===== config.mk =====
export PLATFORM = sky130hd
export DESIGN_NAME = keymap_line_escape_tokenizer
export DESIGN_NICKNAME = d
export VERILOG_FILES = /design/src/hw/rtl/kle_pkg.sv /design/src/hw/rtl/kle_decode.sv /design/src/hw/rtl/kle_serial.sv /design/src/hw/rtl/keymap_line_escape_tokenizer.sv
export SDC_FILE = /design/constraint.sdc
export NUM_CORES = 1
export LEC_CHECK = 0
export ABC_AREA = 1
export BUFFER_PORTS_ARGS = -buffer_cell sky130_fd_sc_hd__buf_4
export CORE_AREA = 2 2 118 120
export CTS_CLUSTER_SIZE = 14
export DETAILED_ROUTE_END_ITERATION = 10
export DIE_AREA = 0 0 120 122
export MAX_ROUTING_LAYER = met4
export PLACE_DENSITY_LB_ADDON = 0.25
export RECOVER_POWER = 100
export SETUP_SLACK_MARGIN = 0.05
export SYNTH_ARGS = -nofsm -noshare
export SYNTH_HDL_FRONTEND = slang
export SYNTH_SLANG_ARGS = --single-unit

===== constraint.sdc =====
create_clock -name i_clk -period 9.5 [get_ports i_clk]
set_input_delay 0.95 -clock i_clk [delete_from_list [all_inputs] [get_ports i_clk]]
set_output_delay 0.95 -clock i_clk [all_outputs]
set_load 0.01 [all_outputs]

===== src/hw/rtl/kle_pkg.sv =====
// Shared types and constants for the keymap line tokenizer.
package kle_pkg;

    localparam int MAX_RES = 5;

    localparam logic [7:0] CH_NL    = 8'h0A;
    localparam logic [7:0] CH_SPACE = 8'h20;
    localparam logic [7:0] CH_QUOTE = 8'h22;
    localparam logic [7:0] CH_SLASH = 8'h2F;
    localparam logic [7:0] CH_ZERO  = 8'h30;
    localparam logic [7:0] CH_EQ    = 8'h3D;
    localparam logic [7:0] CH_XU    = 8'h58;
    localparam logic [7:0] CH_BSL   = 8'h5C;
    localparam logic [7:0] CH_X     = 8'h78;

    localparam int FB_QUOTE   = 0;
    localparam int FB_COMMENT = 1;
    localparam int FB_AFTER_EQ = 2;
    localparam int FB_ESC     = 3;
    localparam int FB_HEX     = 4;
    localparam int FB_DEC     = 5;
    localparam int FB_OCT     = 6;
    localparam int FB_ZERO    = 7;

    localparam logic [20:0] ACC_MAX = 21'h1FFFFF;

    // results caused by one input item
    typedef struct packed {
        logic [MAX_RES-1:0][7:0] data;
        logic [2:0]              cnt;
        logic                    conv;
        logic                    line_end;
    } t_bundle;

endpackage


===== src/hw/rtl/kle_decode.sv =====
// Tokenizer state registers and the per-item decode into a result bundle.
module kle_decode
    import kle_pkg::*;
(
    input  logic       i_clk,
    input  logic       i_rst_n,
    input  logic [7:0] i_byte,
    input  logic       i_adv,
    output t_bundle    o_bnd
);

    logic [7:0]  r_flags;
    logic [20:0] r_acc;
    logic [7:0]  n_flags;
    logic [20:0] n_acc;

    logic [4:0]       v;
    logic [24:0]      t16, t8, t10;
    logic [3:0][7:0]  enc;
    logic [2:0]       enc_cnt;
    logic [3:0][7:0]  pre;
    logic [2:0]       pre_cnt;
    logic             emit_p;
    logic             le;
    logic             conv;
    logic             is_x;

    function automatic logic [4:0] digit_val(input logic [7:0] c);
        if (c >= 8'h30 && c <= 8'h39) return 5'(c - 8'h30);
        if (c >= 8'h41 && c <= 8'h46) return 5'(c - 8'h37);
        if (c >= 8'h61 && c <= 8'h66) return 5'(c - 8'h57);
        return 5'd16;
    endfunction

    function automatic logic [20:0] sat(input logic [24:0] t);
        return (t > 25'(ACC_MAX)) ? ACC_MAX : t[20:0];
    endfunction

    assign v    = digit_val(i_byte);
    assign is_x = (i_byte == CH_X) || (i_byte == CH_XU);
    assign t16  = {r_acc, 4'b0} + 25'(v[3:0]);
    assign t8   = 25'({r_acc, 3'b0}) + 25'(v[3:0]);
    assign t10  = 25'({r_acc, 3'b0}) + 25'({r_acc, 1'b0}) + 25'(v[3:0]);

    // UTF-8 form of the pending code point
    always_comb begin
        enc = '0;
        if (r_acc < 21'h80) begin
            enc_cnt = 3'd1;
            enc[0]  = r_acc[7:0];
        end else if (r_acc < 21'h800) begin
            enc_cnt = 3'd2;
            enc[0]  = {3'b110, r_acc[10:6]};
            enc[1]  = {2'b10, r_acc[5:0]};
        end else if (r_acc < 21'h10000) begin
            enc_cnt = 3'd3;
            enc[0]  = {4'b1110, r_acc[15:12]};
            enc[1]  = {2'b10, r_acc[11:6]};
            enc[2]  = {2'b10, r_acc[5:0]};
        end else begin
            enc_cnt = 3'd4;
            enc[0]  = {5'b11110, r_acc[20:18]};
            enc[1]  = {2'b10, r_acc[17:12]};
            enc[2]  = {2'b10, r_acc[11:6]};
            enc[3]  = {2'b10, r_acc[5:0]};
        end
    end

    always_comb begin
        n_flags = r_flags;
        n_acc   = r_acc;
        pre     = '0;
        pre_cnt = 3'd0;
        emit_p  = 1'b0;
        le      = 1'b0;
        conv    = 1'b0;
        if (i_byte == CH_NL) begin
            n_flags = '0;
            n_acc   = '0;
            le      = 1'b1;
        end else if (r_flags[FB_QUOTE] || r_flags[FB_AFTER_EQ]) begin
            conv = !r_flags[FB_QUOTE];
            // close out a pending number, zero or escape
            if (r_flags[FB_ZERO]) begin
                n_flags[FB_ZERO] = 1'b0;
                if (v < 5'd8) begin
                    n_acc            = 21'(v);
                    n_flags[FB_OCT]  = 1'b1;
                end else if (is_x) begin
                    n_acc            = '0;
                    n_flags[FB_HEX]  = 1'b1;
                end else begin
                    pre_cnt = 3'd1;
                    pre[0]  = CH_ZERO;
                end
            end else if (r_flags[FB_HEX]) begin
                if (v < 5'd16) begin
                    n_acc = sat(t16);
                end else begin
                    n_flags[FB_HEX] = 1'b0;
                    pre     = enc;
                    pre_cnt = enc_cnt;
                end
            end else if (r_flags[FB_OCT]) begin
                if (v < 5'd8) begin
                    n_acc = sat(t8);
                end else begin
                    n_flags[FB_OCT] = 1'b0;
                    pre     = enc;
                    pre_cnt = enc_cnt;
                end
            end else if (r_flags[FB_DEC]) begin
                if (v < 5'd10) begin
                    n_acc = sat(t10);
                end else begin
                    n_flags[FB_DEC] = 1'b0;
                    pre     = enc;
                    pre_cnt = enc_cnt;
                end
            end else if (r_flags[FB_ESC]) begin
                n_acc           = '0;
                n_flags[FB_ESC] = 1'b0;
                if (i_byte == CH_ZERO) begin
                    n_flags[FB_OCT] = 1'b1;
                end else if (is_x) begin
                    n_flags[FB_HEX] = 1'b1;
                end else if (v < 5'd16) begin
                    n_flags[FB_DEC] = 1'b1;
                    n_acc           = 21'(v);
                end else begin
                    pre_cnt = 3'd1;
                    pre[0]  = i_byte;
                end
            end
            // plain handling of the byte
            if (!(n_flags[FB_HEX] || n_flags[FB_DEC] || n_flags[FB_OCT])
                && !r_flags[FB_ESC]) begin
                if (i_byte == CH_QUOTE) begin
                    n_flags = '0;
                end else if (i_byte == CH_EQ) begin
                    n_flags[FB_QUOTE]    = 1'b0;
                    n_flags[FB_AFTER_EQ] = 1'b1;
                end else if (i_byte == CH_ZERO) begin
                    n_flags[FB_ZERO] = 1'b1;
                end else if (v < 5'd10) begin
                    n_flags[FB_DEC] = 1'b1;
                    n_acc           = 21'(v);
                end else if (i_byte == CH_BSL) begin
                    n_flags[FB_ESC] = 1'b1;
                end else if (i_byte != CH_SPACE) begin
                    emit_p = 1'b1;
                end
            end
        end else if (r_flags[FB_COMMENT]) begin
            n_flags = r_flags;
        end else if (i_byte == CH_QUOTE) begin
            n_flags[FB_QUOTE] = 1'b1;
        end else if (i_byte == CH_SLASH) begin
            n_flags[FB_COMMENT] = 1'b1;
        end
    end

    always_comb begin
        o_bnd.line_end = le;
        o_bnd.conv     = conv;
        if (le) begin
            o_bnd.cnt  = 3'd1;
            o_bnd.data = '0;
        end else begin
            o_bnd.cnt     = pre_cnt + {2'b0, emit_p};
            o_bnd.data[0] = (pre_cnt > 3'd0) ? pre[0] : i_byte;
            o_bnd.data[1] = (pre_cnt > 3'd1) ? pre[1] : i_byte;
            o_bnd.data[2] = (pre_cnt > 3'd2) ? pre[2] : i_byte;
            o_bnd.data[3] = (pre_cnt > 3'd3) ? pre[3] : i_byte;
            o_bnd.data[4] = i_byte;
        end
    end

    always_ff @(posedge i_clk) begin
        if (!i_rst_n) begin
            r_flags <= '0;
            r_acc   <= '0;
        end else if (i_adv) begin
            r_flags <= n_flags;
            r_acc   <= n_acc;
        end
    end

    a_num_onehot: assert property (@(posedge i_clk) disable iff (!i_rst_n)
        $onehot0({r_flags[FB_HEX], r_flags[FB_DEC], r_flags[FB_OCT]}))
        else $error("more than one number mode open");

    a_nl_clears: assert property (@(posedge i_clk) disable iff (!i_rst_n)
        i_adv && i_byte == CH_NL |=> r_flags == '0 && r_acc == '0)
        else $error("newline did not clear state");

    a_mode_excl: assert property (@(posedge i_clk) disable iff (!i_rst_n)
        !(r_flags[FB_QUOTE] && r_flags[FB_AFTER_EQ]) &&
        !(r_flags[FB_COMMENT] && (r_flags[FB_QUOTE] || r_flags[FB_AFTER_EQ])))
        else $error("string and comment modes overlap");

endmodule


===== src/hw/rtl/kle_serial.sv =====
// Result bundle register that hands out its results one per cycle while i_stall is low.
module kle_serial
    import kle_pkg::*;
(
    input  logic       i_clk,
    input  logic       i_rst_n,
    input  logic       i_load,
    input  t_bundle    i_bnd,
    input  logic       i_stall,
    output logic       o_valid,
    output logic [7:0] o_out_byte,
    output logic       o_to_conversion,
    output logic       o_line_end,
    output logic       o_last,
    output logic       o_free
);

    logic       r_vld;
    logic [2:0] r_idx;
    t_bundle    r_bnd;
    logic       last;

    assign last            = (r_idx == r_bnd.cnt - 3'd1);
    assign o_valid         = r_vld;
    assign o_out_byte      = r_bnd.data[r_idx];
    assign o_to_conversion = r_bnd.conv;
    assign o_line_end      = r_bnd.line_end;
    assign o_last          = last;
    assign o_free          = !r_vld || (!i_stall && last);

    always_ff @(posedge i_clk) begin
        if (!i_rst_n) begin
            r_vld <= 1'b0;
            r_idx <= '0;
        end else if (i_load) begin
            r_vld <= 1'b1;
            r_idx <= '0;
        end else if (r_vld && !i_stall) begin
            if (last) begin
                r_vld <= 1'b0;
            end else begin
                r_idx <= r_idx + 3'd1;
            end
        end
    end

    always_ff @(posedge i_clk) begin
        if (i_load) begin
            r_bnd <= i_bnd;
        end
    end

    a_load_free: assert property (@(posedge i_clk) disable iff (!i_rst_n)
        i_load |-> o_free && i_bnd.cnt != 3'd0)
        else $error("bundle loaded while busy or empty");

    a_idx_range: assert property (@(posedge i_clk) disable iff (!i_rst_n)
        r_vld |-> r_bnd.cnt != 3'd0 && r_idx < r_bnd.cnt)
        else $error("result index out of range");

    a_le_alone: assert property (@(posedge i_clk) disable iff (!i_rst_n)
        r_vld && o_line_end |-> o_last && !o_to_conversion && o_out_byte == 8'h00)
        else $error("line-end result not alone");

endmodule


===== src/hw/rtl/keymap_line_escape_tokenizer.sv =====
// Top level: input register, decode stage and result serializer.
// An accepted item goes through the input register and decode stage into the serializer register.
// Throughput: one item per cycle while each item gives at most one result and i_stall is
// low; an item with more results (up to 5, from UTF-8 flushes) holds the result port for all of them.
// Reset (synchronous, active low) clears mode flags, code accumulator and all valids.
module keymap_line_escape_tokenizer
    import kle_pkg::*;
(
    input  logic       i_clk,
    input  logic       i_rst_n,
    input  logic       i_valid,
    output logic       o_stall,
    input  logic [7:0] i_in_byte,
    output logic       o_valid,
    input  logic       i_stall,
    output logic [7:0] o_out_byte,
    output logic       o_to_conversion,
    output logic       o_line_end,
    output logic       o_last
);

    logic       r_in_vld;
    logic [7:0] r_in_byte;
    t_bundle    bnd;
    logic       free;
    logic       in_move;

    assign in_move = r_in_vld && (bnd.cnt == 3'd0 || free);
    assign o_stall = r_in_vld && !in_move;

    always_ff @(posedge i_clk) begin
        if (!i_rst_n) begin
            r_in_vld <= 1'b0;
        end else if (!o_stall) begin
            r_in_vld <= i_valid;
        end
    end

    always_ff @(posedge i_clk) begin
        if (i_valid && !o_stall) begin
            r_in_byte <= i_in_byte;
        end
    end

    kle_decode u_decode (
        .i_clk   (i_clk),
        .i_rst_n (i_rst_n),
        .i_byte  (r_in_byte),
        .i_adv   (in_move),
        .o_bnd   (bnd)
    );

    kle_serial u_serial (
        .i_clk           (i_clk),
        .i_rst_n         (i_rst_n),
        .i_load          (in_move && bnd.cnt != 3'd0),
        .i_bnd           (bnd),
        .i_stall         (i_stall),
        .o_valid         (o_valid),
        .o_out_byte      (o_out_byte),
        .o_to_conversion (o_to_conversion),
        .o_line_end      (o_line_end),
        .o_last          (o_last),
        .o_free          (free)
    );

endmodule

==> results.toml, run 1 <==
[outcome]
status = "complete, no violations"

[critical_path]
critPathMaxStageDelay_ps = 1030
path_delay_family = "simple AND/OR/NAND/NOR gates"
critPathLaunchType = "flip-flop"
critPathArrivalTime_ps = 6260
path_buf_inv = 5
cp.required_ps = 8550
critPathMaxFanout = 30
critical_path_class = "flip-flop to primary output"
cp-end-kind = "primary output"
critPathSlowestCell = "clkbuf_1"
cpMostUsedCell = "nand2_1"
crit_chain = "inv_1 -> ha_1 -> inv_1 -> nor2_1 -> o21ai_0 -> nand2_1 -> nand2_1 -> o21ai_0 -> clkbuf_1 -> nand3_1 -> nand2_1 -> inv_1 -> nand4_1 -> nor3_1 -> ha_1 -> or2_2 -> nor2_1 -> nand2_1 -> nand2_1 -> nor2_1 -> clkbuf_1"

[clock_tree]
cts-hold-fix-buffers = 0
cts_buffers = 9
ctsResizeCount = 0
worstSkewPairLatency_ps = 360
cts_setup_buffers = 0
cts_root_buf = "clkbuf_16"
clockBufferDepth = 2
htree_levels = 3
cts.clk_slew.worst_paths_ps = 70
cts_tree = "yes"
clock-sinks = 87

[floorplanning]
num_rows = 43
fp.dieH_um = 122
die-area_um2 = 14600
ioPinCount = 25
start_util = 0.679
core_um2 = 13500
die_w_um = 120

[detailed_routing]
first_pass_iters = 8
via_per_inst = 6.51
routed_wl_um = 33100
antenna_left = 0
routedWlPerCell_um = 20.3
drcViolationCount = 0
drt_iter0_drc = 2006
via_count = 10600

[place]
port_buffers = 24
pre_cts_slack_ps = 4430
place.gp.congestion = 1.11
place_hpwl_um = 24100

[global_route]
antenna_found_initial = 0
grt_pass1_vias = 9433
grt_pass1_wl_um = 51000
overflow = 0
grt_usage = 0.465
grt_max_degree = 46

[logic_synthesis]
synth_fp_nets = 1529
netlist_top_cells_area = "edfxtp_1, nand2_1, dfxtp_1, ha_1, inv_1"
synth_edf_count = 53
synth_common_cells = "nand2_1, inv_1, nor2_1"
synth_most_common_cell = "nand2_1"
synth_top_cell_by_area = "edfxtp_1"
synth_ff_type = "edfxtp_1"
netlist.area_leader.share = 0.174
ys_seq_area_frac = 0.248
syn_inst = 1463
netlist_area_um2 = 9170
ys_seq_elements = 87
synth_cell_types = 55
avgSynthCellArea_um2 = 6.27
async_reset_ff_frac = 0
yosys_warnings = 0

[pwr]
comb_power_share = 0.075
ir_drop_uv = 106
leakagePower_uw = 0.00447
powerDensity_nw_per_um2 = 86.5
p_int_uw = 603
swShare = 0.267
power_switching_uw = 220
seq_power_share = 0.495
clkPwrFrac = 0.430

[sta]
slew_violations = 0
fin_tns_setup_ps = 0
skew_ps = 15.7
maxSlewHeadroom = 0.0779
setup_ws_ps = 2290
timing.fmax_ghz = 0.139
finalCriticalPeriod_ps = 7210
final.period_utilization = 0.759
rsz0062_at_grt = "false"
worst_pin_slew_ps = 1380
hold_violations = 0
setup_violations = 0

[worst_hold_path]
hold_path.class = "flip-flop to flip-flop"

[cells_and_area]
num_antenna_cells = 0
area_delta_synth_final_pct = 3.64
layout-drive-gt1-share = 0.0470
nets = 1507

[flow_run]
drv_cap = 0
==> worst paths after layout <==
path | startpoint | depth (start not counted) | endpoint | slack (ps)
max | r_in_byte[0] | 21 | o_stall | 2290
min | u_decode.r_flags[2] | 4 | u_decode.r_flags[2] | 520
max reg2reg | r_in_byte[0] | 23 | u_decode.r_acc[8] | 2340
min reg2reg | u_decode.r_flags[2] | 4 | u_decode.r_flags[2] | 520
==> stage by stage <==
step | cell area, um^2 | total power, uW | util | hold slack [ps] | cells
6_report | 9510 | 822 | 0.704 | 520 | 1626
5_1_grt | 9510 | 841 | 0.704 | 560 | 1626
4_1_cts | 9620 | 820 | 0.712 | 521 | 1626
3_5_place_dp | 9330 | 476 | 0.691 | 511 | 1610
3_3_place_gp | 9330 | 474 | 0.691 | 502 | 1610
2_1_floorplan | 9170 | 457 | - | 489 | 1463
==> final cells by class <==
class / instances / area (um^2)
multi-input combinational: 1123 / 5810
fill: 1221 / 4000
sequential: 87 / 2270
inverter: 185 / 697
clock buffer: 9 / 225
tap: 180 / 225
timing repair buffer: 35 / 210
clock inverter: 7 / 66.3
==> cells in the final DEF, fill, tap and decap left out, drive strengths merged, types with 7 or more instances in the layout <==
master	instances
nand2	422
inv	182
nor2	141
a21oi	116
o21ai	116
nand3	106
edfxtp	53
ha	52
dfxtp	34
clkbuf	31
nor3	26
nand4	24
xor2	18
o22ai	17
o211ai	14
buf	13
xnor2	12
a221o	9
clkinv	9
a22oi	8
a31oi	7
==> cell families after synthesis <==
kind of cell | Yosys count | synth area share
and+or+nand+nor | 732 | 0.346
AOI/OAI and AO/OA | 307 | 0.190
buffers and inverters | 253 | 0.112
DFF | 87 | 0.248
adders and majority gates | 54 | 0.0753
xor gates and xnor gates | 30 | 0.0286
==> state kept, by name (all words and copies together) (netlist names) <==
register / flops
u_serial.o_to_conversion: 1
u_serial.o_line_end: 1
u_serial.r_bnd: 43
r_in_vld: 1
u_serial.r_idx: 3
u_serial.o_valid: 1
u_decode.r_acc: 21
r_in_byte: 8
u_decode.r_flags: 8
==> per-layer routing <==
metal	part of all wire	track usage	vias up
met1	0.41	0.653	4729
met2	0.40	0.634	882
met5	0	-	-
met3	0.15	0.126	154
met4	0.041	0.177	0
li1	-	-	4820
==> tightest hold or removal path, cell delays in order, from the launching register on <==
cell and delay [ps]:
dfxtp_1 310, inv_1 40, nand2_1 40, nand2_1 50
nor2_1 30
==> power groups by stage <==
stage	registers, uW	logic (uW)	clock network, uW
finish	407	61.7	353
global route	408	66.4	367
CTS	407	60.3	353
detailed placement	416	59.9	0
global placement	415	58.9	0
floorplan	413	44.5	0
(Power assumes the default switching activity.)
==> run 2, diff against run 1 <==
--- a/config.mk
+++ b/config.mk
@@ -5,12 +5,12 @@
 export SDC_FILE = /design/constraint.sdc
 export NUM_CORES = 1
 export LEC_CHECK = 0
-export ABC_AREA = 1
+export ABC_AREA = 0
 export BUFFER_PORTS_ARGS = -buffer_cell sky130_fd_sc_hd__buf_4
-export CORE_AREA = 2 2 118 120
+export CORE_AREA = 2 2 122 124
 export CTS_CLUSTER_SIZE = 14
 export DETAILED_ROUTE_END_ITERATION = 10
-export DIE_AREA = 0 0 120 122
+export DIE_AREA = 0 0 124 126
 export MAX_ROUTING_LAYER = met4
 export PLACE_DENSITY_LB_ADDON = 0.25
 export RECOVER_POWER = 100
==> constraint.sdc (replaced) <==
create_clock -name i_clk -period 6.6 [get_ports i_clk]
set_input_delay 0.66 -clock i_clk [delete_from_list [all_inputs] [get_ports i_clk]]
set_output_delay 0.66 -clock i_clk [all_outputs]
set_load 0.01 [all_outputs]
==> run 2 against run 1 <==
  * First-iteration DRC count is 46% lower
  * Highest routed layer unchanged
  * Largest power group unchanged
  * Global-route usage shrank 11 points
  * Clock skew down 7.2 ps
  * The run now ends with max-capacitance violations, max-slew violations left
==> results.toml, run 2 <==
[logic_synthesis]
avgSynthCellArea_um2 = 8.17
netlist_top_cells_area = "edfxtp_1, dfxtp_1, ha_1, nand2_1, a21oi_1"
ys_seq_area_frac = 0.281
synth_fp_nets = 1057
synth_cell_types = 96
synth_edf_count = 53
syn_inst = 991
ys_seq_elements = 87
yosys_warnings = 0
netlist.area_leader.share = 0.197
synth_common_cells = "nand2_1, nor2_1, a21oi_1"
synth_top_cell_by_area = "edfxtp_1"
async_reset_ff_frac = 0
netlist_area_um2 = 8100
synth_most_common_cell = "nand2_1"
synth_ff_type = "edfxtp_1"

[sta]
setup_ws_ps = 656
slew_violations = 15
timing.fmax_ghz = 0.168
fin_tns_setup_ps = 0
worst_pin_slew_ps = 1560
setup_violations = 0
finalCriticalPeriod_ps = 5940
hold_violations = 0
maxSlewHeadroom = -0.0491
skew_ps = 8.46
holdWs_ps = 491
rsz0062_at_grt = "false"
final.period_utilization = 0.901

[critical_path]
critPathLaunchType = "flip-flop"
r2r_setup_slack_ps = 660
cp.required_ps = 6640
critPathMaxFanout = 26
critical_path_class = "flip-flop to flip-flop"
cp-end-kind = "flip-flop"
critPathArrivalTime_ps = 5990

[global_route]
grt_usage = 0.355
antenna_found_initial = 0
overflow = 0
grt_max_degree = 27
grt_pass1_vias = 7378
grt_pass1_wl_um = 41300

[place]
pre_cts_slack_ps = 872
port_buffers = 24
place_hpwl_um = 19500
place.gp.congestion = 0.986
dp.cells = 1143

[cells_and_area]
layout_common_cells = "nand2_1, nor2_1, a21oi_1"
multiInputGateArea_um2 = 5350
area_delta_synth_final_pct = 5.56
finalNonFillerCells = 1159
top_regs = "u_serial.r_bnd (43), u_decode.r_acc (21)"
final_common_cell = "nand2_1"
regMostFlops = "u_serial.r_bnd"
final_util = 0.597
largest_register_ffs = 43
seqCellArea_um2 = 2270
fill_cells = 1315
nets = 1036
num_antenna_cells = 0
layout-drive-gt1-share = 0.0841

[clock_tree]
cts_setup_buffers = 0
worstSkewPairLatency_ps = 370
htree_levels = 3
cts_tree = "yes"
cts.clk_slew.worst_paths_ps = 70
clock-sinks = 87
clockBufferDepth = 2
cts-hold-fix-buffers = 0
cts_root_buf = "clkbuf_16"
cts_buffers = 9
ctsResizeCount = 0

[detailed_routing]
routedWlPerCell_um = 22.7
drcViolationCount = 0
drt_iter0_drc = 1077
antenna_left = 0
via_per_inst = 6.94
routed_wl_um = 26300
via_count = 8042
first_pass_iters = 6

[pwr]
ir_drop_uv = 129
leakagePower_uw = 0.00318
powerDensity_nw_per_um2 = 144

[floorplanning]
fp.dieH_um = 126
core_um2 = 14300
die_w_um = 124
ioPinCount = 25
die-area_um2 = 15600
start_util = 0.566
num_rows = 44

[flow_run]
drv_cap = 1

[outcome]
status = "complete, but fails checks"
failed_checks = "max-capacitance violations, max-slew violations"

[worst_hold_path]
hold_path.class = "input port to flip-flop"
## run 2: changes by cell type after synthesis, sizes merged, moves of 33 or more
| cell | delta |
|---|---|
| a21oi | -34 |
| inv | -141 |
| nand2 | -312 |
| nand3 | -73 |
| nor2 | -41 |
| o21ai | -33 |
## run 2: layout make-up
type | instances | share of cell area
Clock buffer | 9 | 0.0263
Clock inverter | 7 | 0.0105
Timing Repair Buffer | 39 | 0.0280
Sequential cell | 87 | 0.266
Multi-Input combinational cell | 794 | 0.625
Inverter | 39 | 0.0171
Tap cell | 184 | 0.0269
## run 2: cells by family (layout without fill, tap and decap cells)
| family | Yosys count | in the layout | share of synthesized area |
|---|---|---|---|
| buffers and inverters | 110 | 94 | 0.0567 |
| AO/OA/AOI/OAI | 340 | 340 | 0.288 |
| flip-flops | 87 | 87 | 0.281 |
| AND/OR/NAND/NOR | 346 | 346 | 0.216 |
| adder cells (fa/ha/maj) | 54 | 54 | 0.0853 |
| XOR/XNOR | 37 | 37 | 0.0400 |
| multiplexers | 17 | 17 | 0.0340 |
## run 2: worst max-delay path, stage by stage (launching register included)
cell and delay [ps]:
edfxtp_1 570, inv_1 160, ha_1 280, or3b_1 480, and4_1 330, a211oi_4 450, nor3_4 150, a21oi_1 230
nor2_2 130, and4_1 220, ha_1 190, ha_1 190, or4_1 590, and2_0 250, nand2_1 90, and2_1 850
clkbuf_2 430
## run 2: worst paths after layout
kind | start | to | cells after the start
hold / removal | i_in_byte[1] | r_in_byte[1] | 1
setup / recovery | r_in_byte[1] | u_serial.r_bnd[41] | 16
hold reg to reg | r_in_vld | u_serial.o_valid | 2
setup reg to reg | r_in_byte[1] | u_serial.r_bnd[41] | 16
## run 2: report_power, final
part,internal [uW],total (uW),switching (uW)
Combinational,29.1,84.2,55.1
Clock,302,549,247
Sequential,582,599,16.8
Total,913,1230,319
## run 2: routing by layer
layer / track usage / share of wire / routed length (um) / up-vias
met3: 0.0725 / 0.11 / 2850 / 66
li1: - / - / - / 3697
met1: 0.513 / 0.43 / 11300 / 3794
met4: 0.114 / 0.026 / 674 / 0
met5: - / 0 / 0 / -
met2: 0.495 / 0.43 / 11400 / 485
## run 2: stage by stage
stage | total power (uW) | instance area [um^2]
6_report | 1230 | 8550
3_3_place_gp | 692 | 8310
4_1_cts | 1230 | 8630
2_1_floorplan | 666 | 8100
3_5_place_dp | 692 | 8310
5_1_grt | 1260 | 8550
